[src/rtl/core/antp_pkg.sv]
package antp_pkg;

  // Largest number of note-offs that one all-notes-off request emits.
  localparam int unsigned MAX_RESULTS = 16;
  localparam int unsigned CNT_W       = $clog2(MAX_RESULTS);

  localparam int unsigned CH_W  = 4;
  localparam int unsigned KEY_W = 7;
  localparam int unsigned AMT_W = 7;

  // Request type codes.
  localparam logic [1:0] REQ_NOTE_ON  = 2'd0;
  localparam logic [1:0] REQ_NOTE_OFF = 2'd1;
  localparam logic [1:0] REQ_CC       = 2'd2;
  localparam logic [1:0] REQ_PANIC    = 2'd3;

  typedef enum logic [1:0] {
    KIND_NOTE_ON  = 2'd0,
    KIND_NOTE_OFF = 2'd1,
    KIND_CC       = 2'd2
  } kind_e;

  // Operation broadcast to every slot cell.
  typedef enum logic [1:0] {
    CMD_NONE  = 2'd0,
    CMD_ON    = 2'd1,
    CMD_OFF   = 2'd2,
    CMD_PANIC = 2'd3
  } cmd_op_e;

  typedef struct packed {
    cmd_op_e           op;
    logic [CH_W-1:0]   channel;
    logic [KEY_W-1:0]  key;
  } cmd_t;

  // Handed from each cell to the next higher one.
  typedef struct packed {
    logic              free_seen;  // a free slot exists below
    logic              hit_seen;   // a matching active slot exists below
    logic              act_seen;   // an active slot exists below
    logic              act2_seen;  // two or more active slots exist below
    logic [CH_W-1:0]   channel;    // channel of the lowest active slot
    logic [KEY_W-1:0]  key;        // key of the lowest active slot
  } chain_t;

endpackage

[src/rtl/core/antp_req_if.sv]
interface antp_req_if;
  logic       valid;
  logic       ready;
  logic [1:0] req_type;
  logic [3:0] channel;
  logic [6:0] key;
  logic [6:0] amount;

  modport source (output valid, req_type, channel, key, amount, input ready);
  modport sink   (input valid, req_type, channel, key, amount, output ready);
endinterface

[src/rtl/core/antp_msg_if.sv]
interface antp_msg_if;
  logic       valid;
  logic       ready;
  logic [1:0] msg_kind;
  logic [3:0] out_channel;
  logic [6:0] out_key;
  logic [6:0] out_amount;
  logic       last;

  modport source (output valid, msg_kind, out_channel, out_key, out_amount, last,
                  input ready);
  modport sink   (input valid, msg_kind, out_channel, out_key, out_amount, last,
                  output ready);
endinterface

[src/rtl/core/antp_slot_cell.sv]
module antp_slot_cell (
  input  logic              clk_i,
  input  logic              rst_ni,
  input  antp_pkg::cmd_t    cmd_i,
  input  antp_pkg::chain_t  chain_i,
  output antp_pkg::chain_t  chain_o
);

  logic                        valid_q, valid_d;
  logic [antp_pkg::CH_W-1:0]   channel_q, channel_d;
  logic [antp_pkg::KEY_W-1:0]  key_q, key_d;
  logic                        hit;

  assign hit = valid_q && (channel_q == cmd_i.channel) && (key_q == cmd_i.key);

  always_comb begin
    chain_o.free_seen = chain_i.free_seen | ~valid_q;
    chain_o.hit_seen  = chain_i.hit_seen | hit;
    chain_o.act_seen  = chain_i.act_seen | valid_q;
    chain_o.act2_seen = chain_i.act2_seen | (valid_q & chain_i.act_seen);
    // Pass the lowest active slot upward, or offer this one.
    if (chain_i.act_seen) begin
      chain_o.channel = chain_i.channel;
      chain_o.key     = chain_i.key;
    end else begin
      chain_o.channel = channel_q;
      chain_o.key     = key_q;
    end
  end

  always_comb begin
    valid_d   = valid_q;
    channel_d = channel_q;
    key_d     = key_q;
    case (cmd_i.op)
      antp_pkg::CMD_ON: begin
        if (!valid_q && !chain_i.free_seen) begin
          valid_d   = 1'b1;
          channel_d = cmd_i.channel;
          key_d     = cmd_i.key;
        end
      end
      antp_pkg::CMD_OFF: begin
        if (hit && !chain_i.hit_seen) begin
          valid_d = 1'b0;
        end
      end
      antp_pkg::CMD_PANIC: begin
        if (valid_q && !chain_i.act_seen) begin
          valid_d = 1'b0;
        end
      end
      default: begin
        valid_d = valid_q;
      end
    endcase
  end

  always_ff @(posedge clk_i or negedge rst_ni) begin
    if (!rst_ni) begin
      valid_q <= 1'b0;
    end else begin
      valid_q <= valid_d;
    end
  end

  always_ff @(posedge clk_i) begin
    channel_q <= channel_d;
    key_q     <= key_d;
  end

endmodule

[src/rtl/core/antp_slot_row.sv]
module antp_slot_row #(
  parameter int unsigned NOTE_SLOTS = 16
) (
  input  logic              clk_i,
  input  logic              rst_ni,
  input  antp_pkg::cmd_t    cmd_i,
  output antp_pkg::chain_t  top_o
);

  antp_pkg::chain_t chain [NOTE_SLOTS+1];

  assign chain[0] = '0;

  for (genvar i = 0; i < NOTE_SLOTS; i++) begin : g_cell
    antp_slot_cell u_cell (
      .clk_i   (clk_i),
      .rst_ni  (rst_ni),
      .cmd_i   (cmd_i),
      .chain_i (chain[i]),
      .chain_o (chain[i+1])
    );
  end

  assign top_o = chain[NOTE_SLOTS];

endmodule

[src/rtl/core/active_note_tracker_with_panic.sv]
// A note-on, note-off or control change loads the output register at the edge that takes
//   its request; a panic first enters the panic state, which loads its first note-off,
//   and a panic on an empty table emits nothing.
// Throughput while the sink keeps up: one single-message request per cycle; a panic
//   emits one note-off per cycle, up to MAX_RESULTS, and holds off new requests till done.
// Reset clears every slot valid bit at once; the slot search ripples combinationally.
module active_note_tracker_with_panic #(
  parameter int unsigned NOTE_SLOTS = 16
) (
  input  logic        clk_i,
  input  logic        rst_ni,
  antp_req_if.sink    req_i,
  antp_msg_if.source  msg_o
);

  // Control: idle takes requests, panic drains active slots one per cycle while the output is free.
  typedef enum logic [1:0] {
    ST_IDLE  = 2'b01,
    ST_PANIC = 2'b10
  } state_e;

  state_e                        state_q, state_d;
  logic [antp_pkg::CNT_W-1:0]    cnt_q, cnt_d;

  // Output register holds one message until the sink takes it.
  logic                          out_valid_q, out_valid_d;
  logic [1:0]                    kind_q, kind_d;
  logic [antp_pkg::CH_W-1:0]     ch_q, ch_d;
  logic [antp_pkg::KEY_W-1:0]    key_q, key_d;
  logic [antp_pkg::AMT_W-1:0]    amt_q, amt_d;
  logic                          last_q, last_d;

  logic                          out_free;
  logic                          accept;
  logic                          panic_last;
  antp_pkg::cmd_t                cmd;
  antp_pkg::chain_t              row_top;

  // The output slot is free when empty or being drained this cycle.
  assign out_free    = !out_valid_q || msg_o.ready;
  assign req_i.ready = (state_q == ST_IDLE) && out_free;
  assign accept      = req_i.valid && req_i.ready;

  // Stop the sweep on the final active slot or at the result limit.
  assign panic_last = !row_top.act2_seen ||
                      (cnt_q == antp_pkg::CNT_W'(antp_pkg::MAX_RESULTS - 1));

  antp_slot_row #(
    .NOTE_SLOTS (NOTE_SLOTS)
  ) u_row (
    .clk_i  (clk_i),
    .rst_ni (rst_ni),
    .cmd_i  (cmd),
    .top_o  (row_top)
  );

  always_comb begin
    state_d     = state_q;
    cnt_d       = cnt_q;
    out_valid_d = out_valid_q && !msg_o.ready;
    kind_d      = kind_q;
    ch_d        = ch_q;
    key_d       = key_q;
    amt_d       = amt_q;
    last_d      = last_q;
    cmd.op      = antp_pkg::CMD_NONE;
    cmd.channel = req_i.channel;
    cmd.key     = req_i.key;

    case (state_q)
      ST_IDLE: begin
        if (accept) begin
          // Forward single messages as they came; panic only starts the sweep.
          ch_d   = req_i.channel;
          key_d  = req_i.key;
          amt_d  = req_i.amount;
          last_d = 1'b1;
          case (req_i.req_type)
            antp_pkg::REQ_NOTE_ON: begin
              cmd.op      = antp_pkg::CMD_ON;
              kind_d      = antp_pkg::KIND_NOTE_ON;
              out_valid_d = 1'b1;
            end
            antp_pkg::REQ_NOTE_OFF: begin
              cmd.op      = antp_pkg::CMD_OFF;
              kind_d      = antp_pkg::KIND_NOTE_OFF;
              out_valid_d = 1'b1;
            end
            antp_pkg::REQ_CC: begin
              kind_d      = antp_pkg::KIND_CC;
              out_valid_d = 1'b1;
            end
            default: begin
              // All notes off: emit nothing if no slot is sounding.
              cnt_d = '0;
              if (row_top.act_seen) begin
                state_d = ST_PANIC;
              end
            end
          endcase
        end
      end
      ST_PANIC: begin
        if (out_free) begin
          // Emit and clear the lowest active slot.
          cmd.op      = antp_pkg::CMD_PANIC;
          out_valid_d = 1'b1;
          kind_d      = antp_pkg::KIND_NOTE_OFF;
          ch_d        = row_top.channel;
          key_d       = row_top.key;
          amt_d       = '0;
          last_d      = panic_last;
          cnt_d       = cnt_q + 1'b1;
          if (panic_last) begin
            state_d = ST_IDLE;
          end
        end
      end
      default: begin
        state_d = ST_IDLE;
      end
    endcase
  end

  always_ff @(posedge clk_i or negedge rst_ni) begin
    if (!rst_ni) begin
      state_q     <= ST_IDLE;
      cnt_q       <= '0;
      out_valid_q <= 1'b0;
    end else begin
      state_q     <= state_d;
      cnt_q       <= cnt_d;
      out_valid_q <= out_valid_d;
    end
  end

  always_ff @(posedge clk_i) begin
    kind_q <= kind_d;
    ch_q   <= ch_d;
    key_q  <= key_d;
    amt_q  <= amt_d;
    last_q <= last_d;
  end

  assign msg_o.valid       = out_valid_q;
  assign msg_o.msg_kind    = kind_q;
  assign msg_o.out_channel = ch_q;
  assign msg_o.out_key     = key_q;
  assign msg_o.out_amount  = amt_q;
  assign msg_o.last        = last_q;

endmodule
[src/flat_wrapper.sv]
// flat-port wrapper written by rule: the top's interface ports become plain ports
module active_note_tracker_with_panic_flat 
#(
  parameter int unsigned NOTE_SLOTS = 16
)
  (clk_i, rst_ni, req_i_valid, req_i_req_type, req_i_channel, req_i_key, req_i_amount, req_i_ready, msg_o_valid, msg_o_msg_kind, msg_o_out_channel, msg_o_out_key, msg_o_out_amount, msg_o_last, msg_o_ready);
  antp_req_if req_i_i ();
  antp_msg_if msg_o_i ();
  input  logic clk_i;
  input  logic rst_ni;
  input wire logic [$bits(req_i_i.valid)-1:0] req_i_valid;
  input wire logic [$bits(req_i_i.req_type)-1:0] req_i_req_type;
  input wire logic [$bits(req_i_i.channel)-1:0] req_i_channel;
  input wire logic [$bits(req_i_i.key)-1:0] req_i_key;
  input wire logic [$bits(req_i_i.amount)-1:0] req_i_amount;
  output wire logic [$bits(req_i_i.ready)-1:0] req_i_ready;
  output wire logic [$bits(msg_o_i.valid)-1:0] msg_o_valid;
  output wire logic [$bits(msg_o_i.msg_kind)-1:0] msg_o_msg_kind;
  output wire logic [$bits(msg_o_i.out_channel)-1:0] msg_o_out_channel;
  output wire logic [$bits(msg_o_i.out_key)-1:0] msg_o_out_key;
  output wire logic [$bits(msg_o_i.out_amount)-1:0] msg_o_out_amount;
  output wire logic [$bits(msg_o_i.last)-1:0] msg_o_last;
  input wire logic [$bits(msg_o_i.ready)-1:0] msg_o_ready;
  assign req_i_i.valid = req_i_valid;
  assign req_i_i.req_type = req_i_req_type;
  assign req_i_i.channel = req_i_channel;
  assign req_i_i.key = req_i_key;
  assign req_i_i.amount = req_i_amount;
  assign req_i_ready = req_i_i.ready;
  assign msg_o_valid = msg_o_i.valid;
  assign msg_o_msg_kind = msg_o_i.msg_kind;
  assign msg_o_out_channel = msg_o_i.out_channel;
  assign msg_o_out_key = msg_o_i.out_key;
  assign msg_o_out_amount = msg_o_i.out_amount;
  assign msg_o_last = msg_o_i.last;
  assign msg_o_i.ready = msg_o_ready;
  active_note_tracker_with_panic #(.NOTE_SLOTS(NOTE_SLOTS)) u_core (.clk_i(clk_i), .rst_ni(rst_ni), .req_i(req_i_i), .msg_o(msg_o_i));
endmodule
[config.mk]
export PLATFORM = sky130hd
export DESIGN_NAME = active_note_tracker_with_panic_flat
export DESIGN_NICKNAME = d
export VERILOG_FILES = /design/src/rtl/core/antp_pkg.sv /design/src/rtl/core/antp_req_if.sv /design/src/rtl/core/antp_msg_if.sv /design/src/rtl/core/antp_slot_cell.sv /design/src/rtl/core/antp_slot_row.sv /design/src/rtl/core/active_note_tracker_with_panic.sv /design/src/flat_wrapper.sv
export SDC_FILE = /design/constraint.sdc
export NUM_CORES = 1
export LEC_CHECK = 0
export ABC_AREA = 1
export BUFFER_PORTS_ARGS = -buffer_cell sky130_fd_sc_hd__buf_2
export CORE_AREA = 2 2 170 189
export DETAILED_ROUTE_END_ITERATION = 7
export DIE_AREA = 0 0 172 191
export HOLD_SLACK_MARGIN = 0.02
export PLACE_DENSITY = 0.63
export SLEW_MARGIN = 5
export SYNTH_ARGS = -nofsm -noshare
export SYNTH_HDL_FRONTEND = slang
export SYNTH_SLANG_ARGS = --single-unit
[constraint.sdc]
create_clock -name clk_i -period 4.37 [get_ports clk_i]
set_input_delay 0.2185 -clock clk_i [delete_from_list [all_inputs] [get_ports clk_i]]
set_output_delay 0.2185 -clock clk_i [all_outputs]
set_load 0.03 [all_outputs]
# After elaboration in Yosys (flattened, before gate mapping)
# Cells that the tools add are included.
# classes
add_sub_neg	1
n_eq_ne	92
n_mux	111
n_bitwise	87
reduce_logical	184
# ops
operator	n
2-to-1 mux 11 bit	15
equality test 7 bit	16
inequality test 2 x 1 -> 1 bit, second input constant	50
logical AND 1 bit	80
AND reduction 4 bit	17
equality test 4 bit	16
logical NOT 1 bit	62
bitwise OR 1 bit	57
2-to-1 mux 1 bit	51
case mux 1 bit (3 select lines)	16
AND reduction 2 bit	17
2-to-1 mux 7 bit	4
case mux 7 bit (2 select lines)	2
2-to-1 mux 4 bit	5
2-to-1 mux 2 bit	9
case mux 2 bit (2 select lines)	4
case mux 4 bit (2 select lines)	2
bitwise AND 1 bit	15
inverter 1 bit	15
equality test 2 bit, second input constant	4
equality test 2 x 1 -> 1 bit, second input constant	3
case mux 2 bit (3 select lines)	1
AND reduction 5 bit	1
adder 4 x 1 -> 4 bit, second input constant	1
10 further kinds	12
# totals
regBits	220
out_inout_bits	23
word_cells	531

# Longest topological paths before layout
# Gate-level depths: netlist of the first run.
# depth
depth_word	21
ltp_mapped	21
mapped_depth_nobuf	21

# Hierarchy
# From an unflattened synthesis of the first run, not the netlist that was laid out.
# unflattened
cells_unflattened	2063
area_unflattened_um2	14551.5
# modules_own_cells
module	instances	cells_per_inst	area_each_um2	seq_area_each_um2
antp_slot_cell (u_core.u_row.g_cell[10].u_cell ...)	15	120	827.0	355.3
active_note_tracker_with_panic	1	153	1368.8	807.0
antp_slot_cell (u_core.u_row.g_cell[0].u_cell)	1	109	773.2	355.3
antp_slot_row	1	1	3.8	0.0

# Worst setup path after synthesis of the first run
# Ideal clock, no wire load.
# synth_timing
path_kind	register -> register
start	register u_core.state_q[0]
end	register u_core.u_row.g_cell[12].u_cell.channel_q[0] in the netlist's numbering, enable pin
setup_ps	393
t_arrival_ps	3458
required_time_ps	3977
path_slack_ps	519
stages_incl_launch_ff	11
path_cell_list	dfstp_2 -> ha_1 -> inv_1 -> nor2_1 -> nand2_1 -> o31ai_1 -> nand2_1 -> nor2_2 -> inv_1 -> clkbuf_1 -> nor3_1
# synth_between
elab_chain_len	7
word_cells_on_any_way	8
cone_classes	eq/ne (3); mux (2); reduce/logical (3)
# synth_rtl
element	line_no	source
from (decl)	active_note_tracker_with_panic.sv:22	state_e state_q, state_d;
from (signal assigned)	active_note_tracker_with_panic.sv:131	state_q <= state_d;
equality test 2 x 1 -> 1 bit	active_note_tracker_with_panic.sv:41	assign req_i.ready = (state_q == ST_IDLE) && out_free;
logical AND 1 bit	active_note_tracker_with_panic.sv:41	
via req_i_ready	flat_wrapper.sv:16	output wire logic [$bits(req_i_i.ready)-1:0] req_i_ready;
logical AND 1 bit	active_note_tracker_with_panic.sv:42	assign accept = req_i.valid && req_i.ready;
2-to-1 mux 2 bit	active_note_tracker_with_panic.sv:72	if (accept) begin
case mux 2 bit (2 select lines)	active_note_tracker_with_panic.sv:70	case (state_q)
equality test 2 x 1 -> 1 bit	antp_slot_cell.sv:35	case (cmd_i.op)
AND reduction 2 bit (no line)	--	
to (signal assigned)	antp_slot_cell.sv:68	channel_q <= channel_d;
to (decl)	antp_slot_cell.sv:10	logic [antp_pkg::CH_W-1:0] channel_q, channel_d;
# The timed path passes the listed nets, and every way through them passes these cells.
# A chain may end at the register's enable or synchronous reset.

# Final worst setup path of the first run
# layout_timing
start	register u_core.u_row.g_cell[0].u_cell.valid_q
end	register u_core.key_q (netlist bit u_core.msg_o.out_key[4]), data pin
# layout_between
elab_chain_len	17
word_cells_on_any_way	31
cone_classes	mux (17); bitwise (14)
# layout_rtl
element	line_no	source
from (decl)	antp_slot_cell.sv:9	logic valid_q, valid_d;
from (signal assigned)	antp_slot_cell.sv:63	valid_q <= valid_d;
2-to-1 mux 11 bit / bitwise OR 1 bit (equally long branches) (14 in a row)	antp_slot_cell.sv:22, antp_slot_cell.sv:19	
2-to-1 mux 11 bit (*)	antp_slot_cell.sv:22	if (chain_i.act_seen) begin
2-to-1 mux 7 bit (*)	active_note_tracker_with_panic.sv:104	if (out_free) begin
case mux 7 bit (2 select lines) (*)	active_note_tracker_with_panic.sv:70	
via u_core.key_d, one bit	active_note_tracker_with_panic.sv:29	logic [antp_pkg::KEY_W-1:0] key_q, key_d;
to (signal assigned)	active_note_tracker_with_panic.sv:140	key_q <= key_d;
to (decl)	active_note_tracker_with_panic.sv:29	
# Mark *: on every way through the listed nets, which the timed path passes. The rest lies on a longest branch. The select of a mux whose other input is x is not followed.

==> results of run 1 <==
[critical path: stages (launching register included)]
cell	delay [ns]
dfrtp_1	0.49
clkinv_1	0.44
nand2_1	0.48
nor2_1	0.12
nand2_1	0.25
inv_1	0.13
nand2_1	0.07
o21ai_0	0.08
o21ai_0	0.27
o211ai_1	0.18
nand2_1	0.12
a21oi_1	0.09
o21ai_0	0.24
nand3_1	0.14
nand2_1	0.11
nand3_1	0.09
nand2_1	0.07
nand2_1	0.06
[per-stage QoR]
stage          total power, mW  hold slack [ns]  area, um^2  std cells
2_1_floorplan             4.22          -0.0771       12200       1420
3_3_place_gp              4.97            0.286       13200       1886
3_5_place_dp              5.00            0.292       13200       1886
4_1_cts                   7.12           0.0290       14100       1938
5_1_grt                   7.45           0.0390       14100       1938
6_report                  7.11           0.0559       14100       1938
[registers in the layout, summed over array words and instances (netlist names)]
name / flops
u_core.msg_o.last: 1
u_core.msg_o.msg_kind: 2
u_core.msg_o.out_key: 7
u_core.u_row.g_cell.u_cell.key_q: 112
u_core.u_row.g_cell.u_cell.channel_q: 64
u_core.msg_o.out_channel: 4
u_core.cnt_q: 4
u_core.msg_o.out_amount: 7
u_core.state_q: 2
u_core.msg_o.valid: 1
u_core.u_row.g_cell.u_cell.valid_q: 16
[synthesized netlist by cell type (all sizes together), types with 3 or more instances]
cell type | n | area, um^2
o31ai | 9 | 81.3
nand2 | 387 | 1500
dfrtp | 22 | 551
o221ai | 3 | 26.3
a21oi | 40 | 200
buf | 15 | 70.1
nand4 | 21 | 131
or2 | 7 | 43.8
a221oi | 5 | 50.0
xnor2 | 21 | 184
ha | 3 | 37.5
a211oi | 5 | 42.5
nand3 | 63 | 328
o21bai | 3 | 22.5
o22ai | 45 | 282
xor2 | 30 | 263
a31oi | 6 | 37.5
nor3 | 16 | 85.1
nor2 | 130 | 579
o21ai | 117 | 586
inv | 193 | 724
nor4 | 10 | 62.6
o2111ai | 11 | 96.3
edfxtp | 197 | 5920
clkbuf | 34 | 128
clkinv | 9 | 36.3
o211ai | 6 | 45.0
[power by group]
part,total (mW),switching (mW),internal [mW]
logic,2.23,1.58,0.653
registers,2.76,0.210,2.55
clock network,2.11,0.870,1.24
total,7.11,2.66,4.45
[per-layer routing]
layer  track usage (%)  vias to the layer above  routed length [um]
met2              39.5                      549               18200
met1              33.4                     5024               17000
met5                 0                        -                   0
met3              2.42                      117                3210
li1                  -                     4942                   -
met4              11.8                        0                2150
[repair_timing]
item | in CTS | in global routing
endpoints found under the setup margin | 0 | 0
hold endpoints to repair | 30 | 0
hold buffers | 9 | 0
[logic make-up (layout without fill, tap and decap cells)]
family | count (synthesis) | count (layout) | synth area share (%)
AO/OA/AOI/OAI | 255 | 255 | 12.4
XOR/XNOR | 51 | 51 | 3.65
adder cells (fa/ha/maj) | 3 | 3 | 0.307
buffers and inverters | 251 | 349 | 7.84
flip-flops | 220 | 220 | 53.1
AND/OR/NAND/NOR | 640 | 640 | 22.7
[cell type report]
class | instances | area, um^2
fillers | 2994 | 16900
flip-flops and latches | 220 | 6490
multi-input cells | 949 | 4770
inverters | 202 | 761
repair buffers | 104 | 688
clock buffers | 25 | 604
well taps | 420 | 526
clock inverters | 18 | 209
[worst min-delay path by stage]
stage                                           to         startpoint
after floorplan                    u_core.cnt_q[0]             rst_ni
after global placement             u_core.cnt_q[3]             rst_ni
after detailed placement           u_core.cnt_q[3]             rst_ni
after CTS                 u_core.msg_o.msg_kind[1]  req_i_req_type[0]
after global routing      u_core.msg_o.msg_kind[1]  req_i_req_type[0]
final                     u_core.msg_o.msg_kind[1]  req_i_req_type[0]
==> flow_summary.ini, run 1 <==
[layout]
diodes = 0
area_growth_pct = 15.0
nets = 1528
final_common_cell = nand2_1
final_cell_mix = nand2_1 (379), edfxtp_1 (197), inv_1 (188)
fin_util_pct = 45.4
drive_gt1_share_pct = 10.9

[routing]
via_count = 10600
postRouteAntennaNets = 0
route.detailed.drc = 0
wire_per_inst_um = 20.9
wl_mm = 40.5
first_iter_violations = 1233
drt-vias-per-instance = 5.49
firstDrtPassIters = 5

[clocking]
postCtsSetupRepairBufs = 0
cts_tree = built
h-tree-depth = 1
clk_path_buf_depth = 3
cts_buffers = 24
root_buffer = clkbuf_16
clkTransAtPathRegs_ns = 0.06
clock_sinks = 220
ctsResizeCount = 0
clk-insertion-delay-late_ns = 0.55

[power]
p_per_area_nw_per_um2 = 506
peakVddDrop_v = 0.000312
leakage_nw = 5.90

[critical_path]
cp.arrival_ns = 3.97
cp-startpoint = u_core.u_row.g_cell[0].u_cell.valid_q
worst-r2r-setup-slack_ns = 0.69
path_max_fanout = 17
worst_setup_path_end_kind = flip-flop
critPathLaunchType = flip-flop
ff2ff_path_depth = 17
worstSetupPathType = reg -> reg
reg2reg_to = u_core.msg_o.out_key[4]
crit_end = u_core.msg_o.out_key[4]
r2r-start = u_core.u_row.g_cell[0].u_cell.valid_q
required_ns = 4.66

[grt]
antenna_found_initial = 0
grt_overflow = 0
grt_pass1_vias = 9968
grtUsageTotal_pct = 24.6
grt_pass1_wl_mm = 60.2
grt_max_degree = 33

[floorplan]
core_region_area_um2 = 31000
dieArea_um2 = 32900
die_w_um = 172
rows = 68
io_pins = 47
die_h_um = 191
initial_core_util_pct = 39.5

[place]
portBuffers = 46
place_worst_setup_slack_ns = 0.719
gp_congestion = 1.01
hpwl_mm = 29.2

[sta]
worst_slew_pin_slew_ns = 1.05
max_slew_margin_pct = 30.2
post-route-min-period_ns = 3.68
timing.fmax_mhz = 272
fin_crit_sh_pct = 84.3
setup_slack_ns = 0.688
final_hold_viol_count = 0
report.final.setup_viol = 0
skew_ns = 0.0271
rsz0062_at_grt = no
report.final.slew_viol_count = 0
fin_setup_tns_ns = 0

[hold_path]
min_path_cells = 2
hold_class = in -> reg

[synthesis]
syn-num-nets = 1447
postSynthAreaPerCell_um2 = 8.61
synth_edf_count = 197
synthArstFlopShare_pct = 10.5
ys_ff_latch = 220
synthDistinctLibCells = 53
syn-cell-area_um2 = 12200
syn_inst = 1420
ys_warn_count = 0
seq_area_frac_synth_pct = 53.1
synth_ff_type = edfxtp_1

[run]
max-cap-violations = 0

[status]
status = finished, final reports clean
(Power assumes the default switching activity.)
==> run 2: changes to the inputs <==
==> constraint.sdc (replaced) <==
create_clock -name clk_i -period 3.4 [get_ports clk_i]
set_input_delay 0.17 -clock clk_i [delete_from_list [all_inputs] [get_ports clk_i]]
set_output_delay 0.17 -clock clk_i [all_outputs]
set_load 0.03 [all_outputs]
==> run 2 against run 1 <==
Effect of this change:
- sequential share of layout area is 0.81 points lower
- non-clock buffer count up 27
- cell area is 1.8% higher
- via count increased by 1.2%
- critical path depth down 1
- setup slack got worse by 0.47 ns
==> flow_summary.ini, run 2 (synthesis results as in run 1) <==
[status]
status = finished, final reports clean

[critical_path]
path_cells = nor2_4, nand2_4, nor2_8, nand2_4, clkinv_2, nand2_4, nor2_8, buf_4, nand2_1, o21ai_0, o21ai_0, nand3_1, a21oi_1, nor2_1, nor2_1, o22ai_1
slowest_delay_ns = 0.47
worstSetupPathType = reg -> reg
crit_path_frequent_cell = nand2_4
worst_setup_path_end_kind = flip-flop
crit_slowest_cell = dfrtp_1
r2r-start = u_core.u_row.g_cell[1].u_cell.valid_q
required_ns = 3.66
path_max_fanout = 23
critPathLaunchType = flip-flop
ff2ff_path_depth = 16
worst-r2r-setup-slack_ns = 0.22
cp.arrival_ns = 3.44
reg2reg_to = u_core.msg_o.out_key[3]

[grt]
grt_pass1_vias = 10300
grt_overflow = 0
antenna_found_initial = 0
grt_pass1_wl_mm = 61.3
grt_max_degree = 28
grtUsageTotal_pct = 24.9

[layout]
top_register = u_core.u_row.g_cell.u_cell.key_q
final_cell_mix = nand2_1 (378), edfxtp_1 (197), inv_1 (186)
reg.largest.list = u_core.u_row.g_cell.u_cell.key_q: 112 flops, u_core.u_row.g_cell.u_cell.channel_q: 64 flops, u_core.u_row.g_cell.u_cell.valid_q: 16 flops
final_cells = 1965
final_common_cell = nand2_1
final_area_um2 = 14300
diodes = 0
nets = 1555
area_growth_pct = 17.1
fin_util_pct = 46.2
fill_cells = 3030
drive_gt1_share_pct = 13.7
largest_reg_flops = 112

[floorplan]
core_region_area_um2 = 31000
initial_core_util_pct = 39.5
dieArea_um2 = 32900
rows = 68
io_pins = 47
die_w_um = 172
die_h_um = 191

[routing]
via_count = 10800
route.detailed.drc = 0
firstDrtPassIters = 7
drt-vias-per-instance = 5.48
wl_mm = 41.2
wire_per_inst_um = 20.9
first_iter_violations = 1198
postRouteAntennaNets = 0

[place]
dp_cells = 1908
hpwl_mm = 30.4
portBuffers = 46
place_area_um2 = 13400
gp_congestion = 0.990

[sta]
report.final.slew_viol_count = 0
worst_slew_pin_slew_ns = 0.642
final_hold_viol_count = 0
fin_setup_tns_ns = 0
timing.fmax_mhz = 314
skew_ns = 0.0181
report.final.setup_viol = 0
fin_crit_sh_pct = 93.6
post-route-min-period_ns = 3.18
max_slew_margin_pct = 57.1

[clocking]
cts_tree = built
clk_path_buf_depth = 3
clkTransAtPathRegs_ns = 0.07
h-tree-depth = 1
clk-insertion-delay-late_ns = 0.53
cts_buffers = 24
root_buffer = clkbuf_16
clock_sinks = 220

[power]
leakage_nw = 6.01
p_per_area_nw_per_um2 = 641
peakVddDrop_v = 0.000353

[hold_path]
worstHoldStart = req_i_key[0]
min_path_cells = 1
hold_path_end = u_core.u_row.g_cell[1].u_cell.key_q[0]
hold_class = in -> reg

[run]
max-cap-violations = 0
## run 2: cell count changes in the layout (fill, tap and decap cells not counted), moves of 4 or more
cell      previous run  this run
nor2_1             123       111
nor3_1              15        10
clkinv_2             4         8
nor2_2               1        13
buf_4               49        72
nor3_2               1         6
## run 2: timing repair
item,in CTS,in global routing
hold buffers,11,0
buffers inserted,0,3
gates resized for setup,0,9
hold endpoints to repair,32,0
setup endpoints to repair,0,38
## run 2: worst max-delay path by stage
stage	from	endpoint	depth (start not counted)
after CTS	u_core.u_row.g_cell[0].u_cell.valid_q	u_core.msg_o.out_key[2]	19
after global routing	u_core.u_row.g_cell[0].u_cell.valid_q	u_core.msg_o.out_key[1]	19
after global placement	u_core.u_row.g_cell[1].u_cell.valid_q	u_core.u_row.g_cell[14].u_cell.key_q[5]	14
after floorplan	u_core.state_q[0]	u_core.u_row.g_cell[14].u_cell.channel_q[0]	11
final	u_core.u_row.g_cell[1].u_cell.valid_q	u_core.msg_o.out_key[3]	16
after detailed placement	u_core.u_row.g_cell[1].u_cell.valid_q	u_core.u_row.g_cell[14].u_cell.key_q[5]	14
## run 2: layer usage
layer	wire [um]	GRT usage [%]	share of wire [%]
met1	17200	32.8	42
met2	19400	41.6	47
met3	2940	3.29	7.1
met4	1630	9.79	4.0
met5	0	0	0
## run 2: through the flow
stage / hold slack [ns] / setup WS [ns] / power (mW)
6_report: 0.0549 / 0.219 / 9.18
5_1_grt: 0.0559 / -0.0129 / 9.62
4_1_cts: 0.0414 / 0.119 / 9.15
3_5_place_dp: 0.213 / 0.150 / 6.57
3_3_place_gp: 0.207 / 0.130 / 6.54
2_1_floorplan: -0.126 / -0.0981 / 5.44
## run 2: cell type report
class / count / area [um^2] / area share (%)
clock inverter: 15 / 129 / 0.901
multi-input combinational: 949 / 4840 / 33.8
inverter: 202 / 761 / 5.32
tap: 420 / 526 / 3.67
timing repair buffer: 131 / 921 / 6.44
sequential: 220 / 6490 / 45.4
clock buffer: 28 / 637 / 4.45
## run 2: worst max-delay path, delay by kind of cell (launching register included)
family | cells | cell delay, ns
flip-flops | 1 | 0.47
AO/OA/AOI/OAI | 4 | 0.79
buffers and inverters | 2 | 0.37
AND/OR/NAND/NOR | 10 | 1.26
## run 2: report_power, final
group	switching [mW]	total (mW)	internal (mW)
combinational	2.13	3.06	0.933
clock	1.09	2.57	1.49
sequential	0.258	3.54	3.28
total	3.48	9.18	5.70
==> run 3: changes to the inputs <==
--- a/config.mk
+++ b/config.mk
@@ -12,6 +12,7 @@
 export DIE_AREA = 0 0 172 191
 export HOLD_SLACK_MARGIN = 0.02
 export PLACE_DENSITY = 0.63
+export REMOVE_ABC_BUFFERS = 1
 export SLEW_MARGIN = 5
 export SYNTH_ARGS = -nofsm -noshare
 export SYNTH_HDL_FRONTEND = slang
==> run 3 against run 2 <==
Effect of this change:
- die area stayed put
- fmax up 0.46%
- cell count grew 0.56%
- largest power group unchanged
- worst hold slack improved by 0.031 ns
- critical path depth rose by 4
- utilization up 0.32 points
- via count down 1.6%
- largest cell class unchanged
- sequential cell count unchanged
- critical endpoint is now u_core.msg_o.out_key[1]
==> flow_summary.ini, run 3 (synthesis results as in run 1) <==
[critical_path]
worst_setup_path_end_kind = flip-flop
path_cells = nor2_4, nand2_4, nor2_8, nand2_4, clkinv_2, nand2_4, nor2_8, nand3_4, nor2_8, nand2_4, inv_2, nand2_1, inv_2, buf_4, nand2_1, nand2_1, a21oi_1, nor2_1, nor2_1, o21ai_1
r2r-start = u_core.u_row.g_cell[0].u_cell.valid_q
crit_path_frequent_cell = nand2_4
required_ns = 3.77
critPathLaunchType = flip-flop
cp.arrival_ns = 3.54
crit_family = simple AND/OR/NAND/NOR gates
ff2ff_path_depth = 20
slowest_delay_ns = 0.47
worst-r2r-setup-slack_ns = 0.23
cp_num_buf_inv = 4
worstSetupPathType = reg -> reg
path_max_fanout = 13
crit_slowest_cell = dfrtp_2
reg2reg_to = u_core.msg_o.out_key[1]

[routing]
route.detailed.drc = 0
drt-vias-per-instance = 5.36
first_iter_violations = 1044
via_count = 10600
wl_mm = 41.0
firstDrtPassIters = 5
wire_per_inst_um = 20.8
postRouteAntennaNets = 0

[clocking]
clkTransAtPathRegs_ns = 0.07
clock_sinks = 220
root_buffer = clkbuf_16
cts_buffers = 25
clk-insertion-delay-late_ns = 0.54
h-tree-depth = 1
cts_tree = built
clk_path_buf_depth = 3

[floorplan]
initial_core_util_pct = 39.5
rows = 68
dieArea_um2 = 32900
io_pins = 47
die_h_um = 191
core_region_area_um2 = 31000
die_w_um = 172

[power]
power.total_mw = 9.45
p_per_area_nw_per_um2 = 656
peakVddDrop_v = 0.000356
leakage_nw = 6.10

[layout]
diodes = 0
top_register = u_core.u_row.g_cell.u_cell.key_q
final_cell_mix = nand2_1 (379), edfxtp_1 (197), inv_1 (187)
area_growth_pct = 17.9
final_area_um2 = 14400
nets = 1567
final_common_cell = nand2_1
largest_reg_flops = 112
fin_util_pct = 46.5
drive_gt1_share_pct = 13.3
reg.largest.list = u_core.u_row.g_cell.u_cell.key_q: 112 flops, u_core.u_row.g_cell.u_cell.channel_q: 64 flops, u_core.u_row.g_cell.u_cell.valid_q: 16 flops

[place]
portBuffers = 46
gp_congestion = 0.958
place_area_um2 = 13300
hpwl_mm = 30.1
place_worst_setup_slack_ns = 0.129

[sta]
report.final.slew_viol_count = 0
setup_slack_ns = 0.234
max_slew_margin_pct = 50.5
report.final.setup_viol = 0
skew_ns = 0.0235
final_hold_viol_count = 0
worst_slew_pin_slew_ns = 0.742
whs_ns = 0.0862
rsz0062_at_grt = no
timing.fmax_mhz = 316
fin_crit_sh_pct = 93.1
post-route-min-period_ns = 3.17

[status]
status = finished, final reports clean

[grt]
grtUsageTotal_pct = 25.2
antenna_found_initial = 1
grt_max_degree = 33
grt_overflow = 0
grt_pass1_vias = 10300
grt_pass1_wl_mm = 61.9

[hold_path]
hold_path_end = u_core.msg_o.valid
hold_class = in -> reg
min_path_cells = 5
worstHoldStart = req_i_valid

[run]
max-cap-violations = 0
run 3: cell types whose count changed in the layout (fill, tap and decap cells not counted), sizes merged:
cell and delta:
buf +9, bufinv +3, clkinv -3, dlygate4sd3 +2, clkbuf -1, inv +1
run 3: timing repair:
item	4_1_cts	5_1_grt
hold buffers	13	0
endpoints found under the setup margin	0	37
resized for setup	0	7
hold endpoints to repair	36	0
setup buffers	0	8
run 3: metrics by stage:
stage | std cells | setup TNS, ns
floorplan | 1371 | -36.55
global placement | 1912 | 0
detailed placement | 1912 | 0
CTS | 1968 | 0
global route | 1976 | 0
finish | 1976 | 0
run 3: report_power, final:
group | switching [mW] | internal [mW] | total [mW]
Clock | 1.13 | 1.72 | 2.86
Combinational | 2.13 | 0.923 | 3.06
Sequential | 0.255 | 3.28 | 3.54
run 3: layout make-up:
type,instances,area (um^2)
flip-flops and latches,220,6490
multi-input cells,949,4790
clock inverters,16,218
repair buffers,142,983
fillers,3037,16600
well taps,420,526
clock buffers,27,633
inverters,202,761
run 3: tightest hold or removal path, delay by kind of cell:
| family | cells | cell delay (ns) |
|---|---|---|
| AOI/OAI and AO/OA | 3 | 0.28 |
| buffers and inverters | 1 | 0.09 |
| and+or+nand+nor | 1 | 0.05 |
run 3: worst max path at each step:
stage                                     startpoint                                           to  slack [ns]  cells after the start
6_report       u_core.u_row.g_cell[0].u_cell.valid_q                      u_core.msg_o.out_key[1]        0.23                     20
5_1_grt        u_core.u_row.g_cell[0].u_cell.valid_q                      u_core.msg_o.out_key[1]        0.01                     20
4_1_cts        u_core.u_row.g_cell[1].u_cell.valid_q                      u_core.msg_o.out_key[2]        0.11                     19
3_5_place_dp   u_core.u_row.g_cell[1].u_cell.valid_q                      u_core.msg_o.out_key[2]        0.13                     19
3_3_place_gp   u_core.u_row.g_cell[1].u_cell.valid_q  u_core.u_row.g_cell[15].u_cell.channel_q[1]        0.22                     13
2_1_floorplan                      u_core.state_q[0]  u_core.u_row.g_cell[12].u_cell.channel_q[0]       -0.48                      9
run 3: metal layers:
layer | part of all wire [%] | track usage, % | vias to the layer above
met5 | 0.032 | 0 | -
met4 | 4.1 | 10.1 | 2
met3 | 6.9 | 3.19 | 89
met2 | 46 | 41.4 | 439
met1 | 43 | 33.8 | 5037
li1 | - | - | 5017
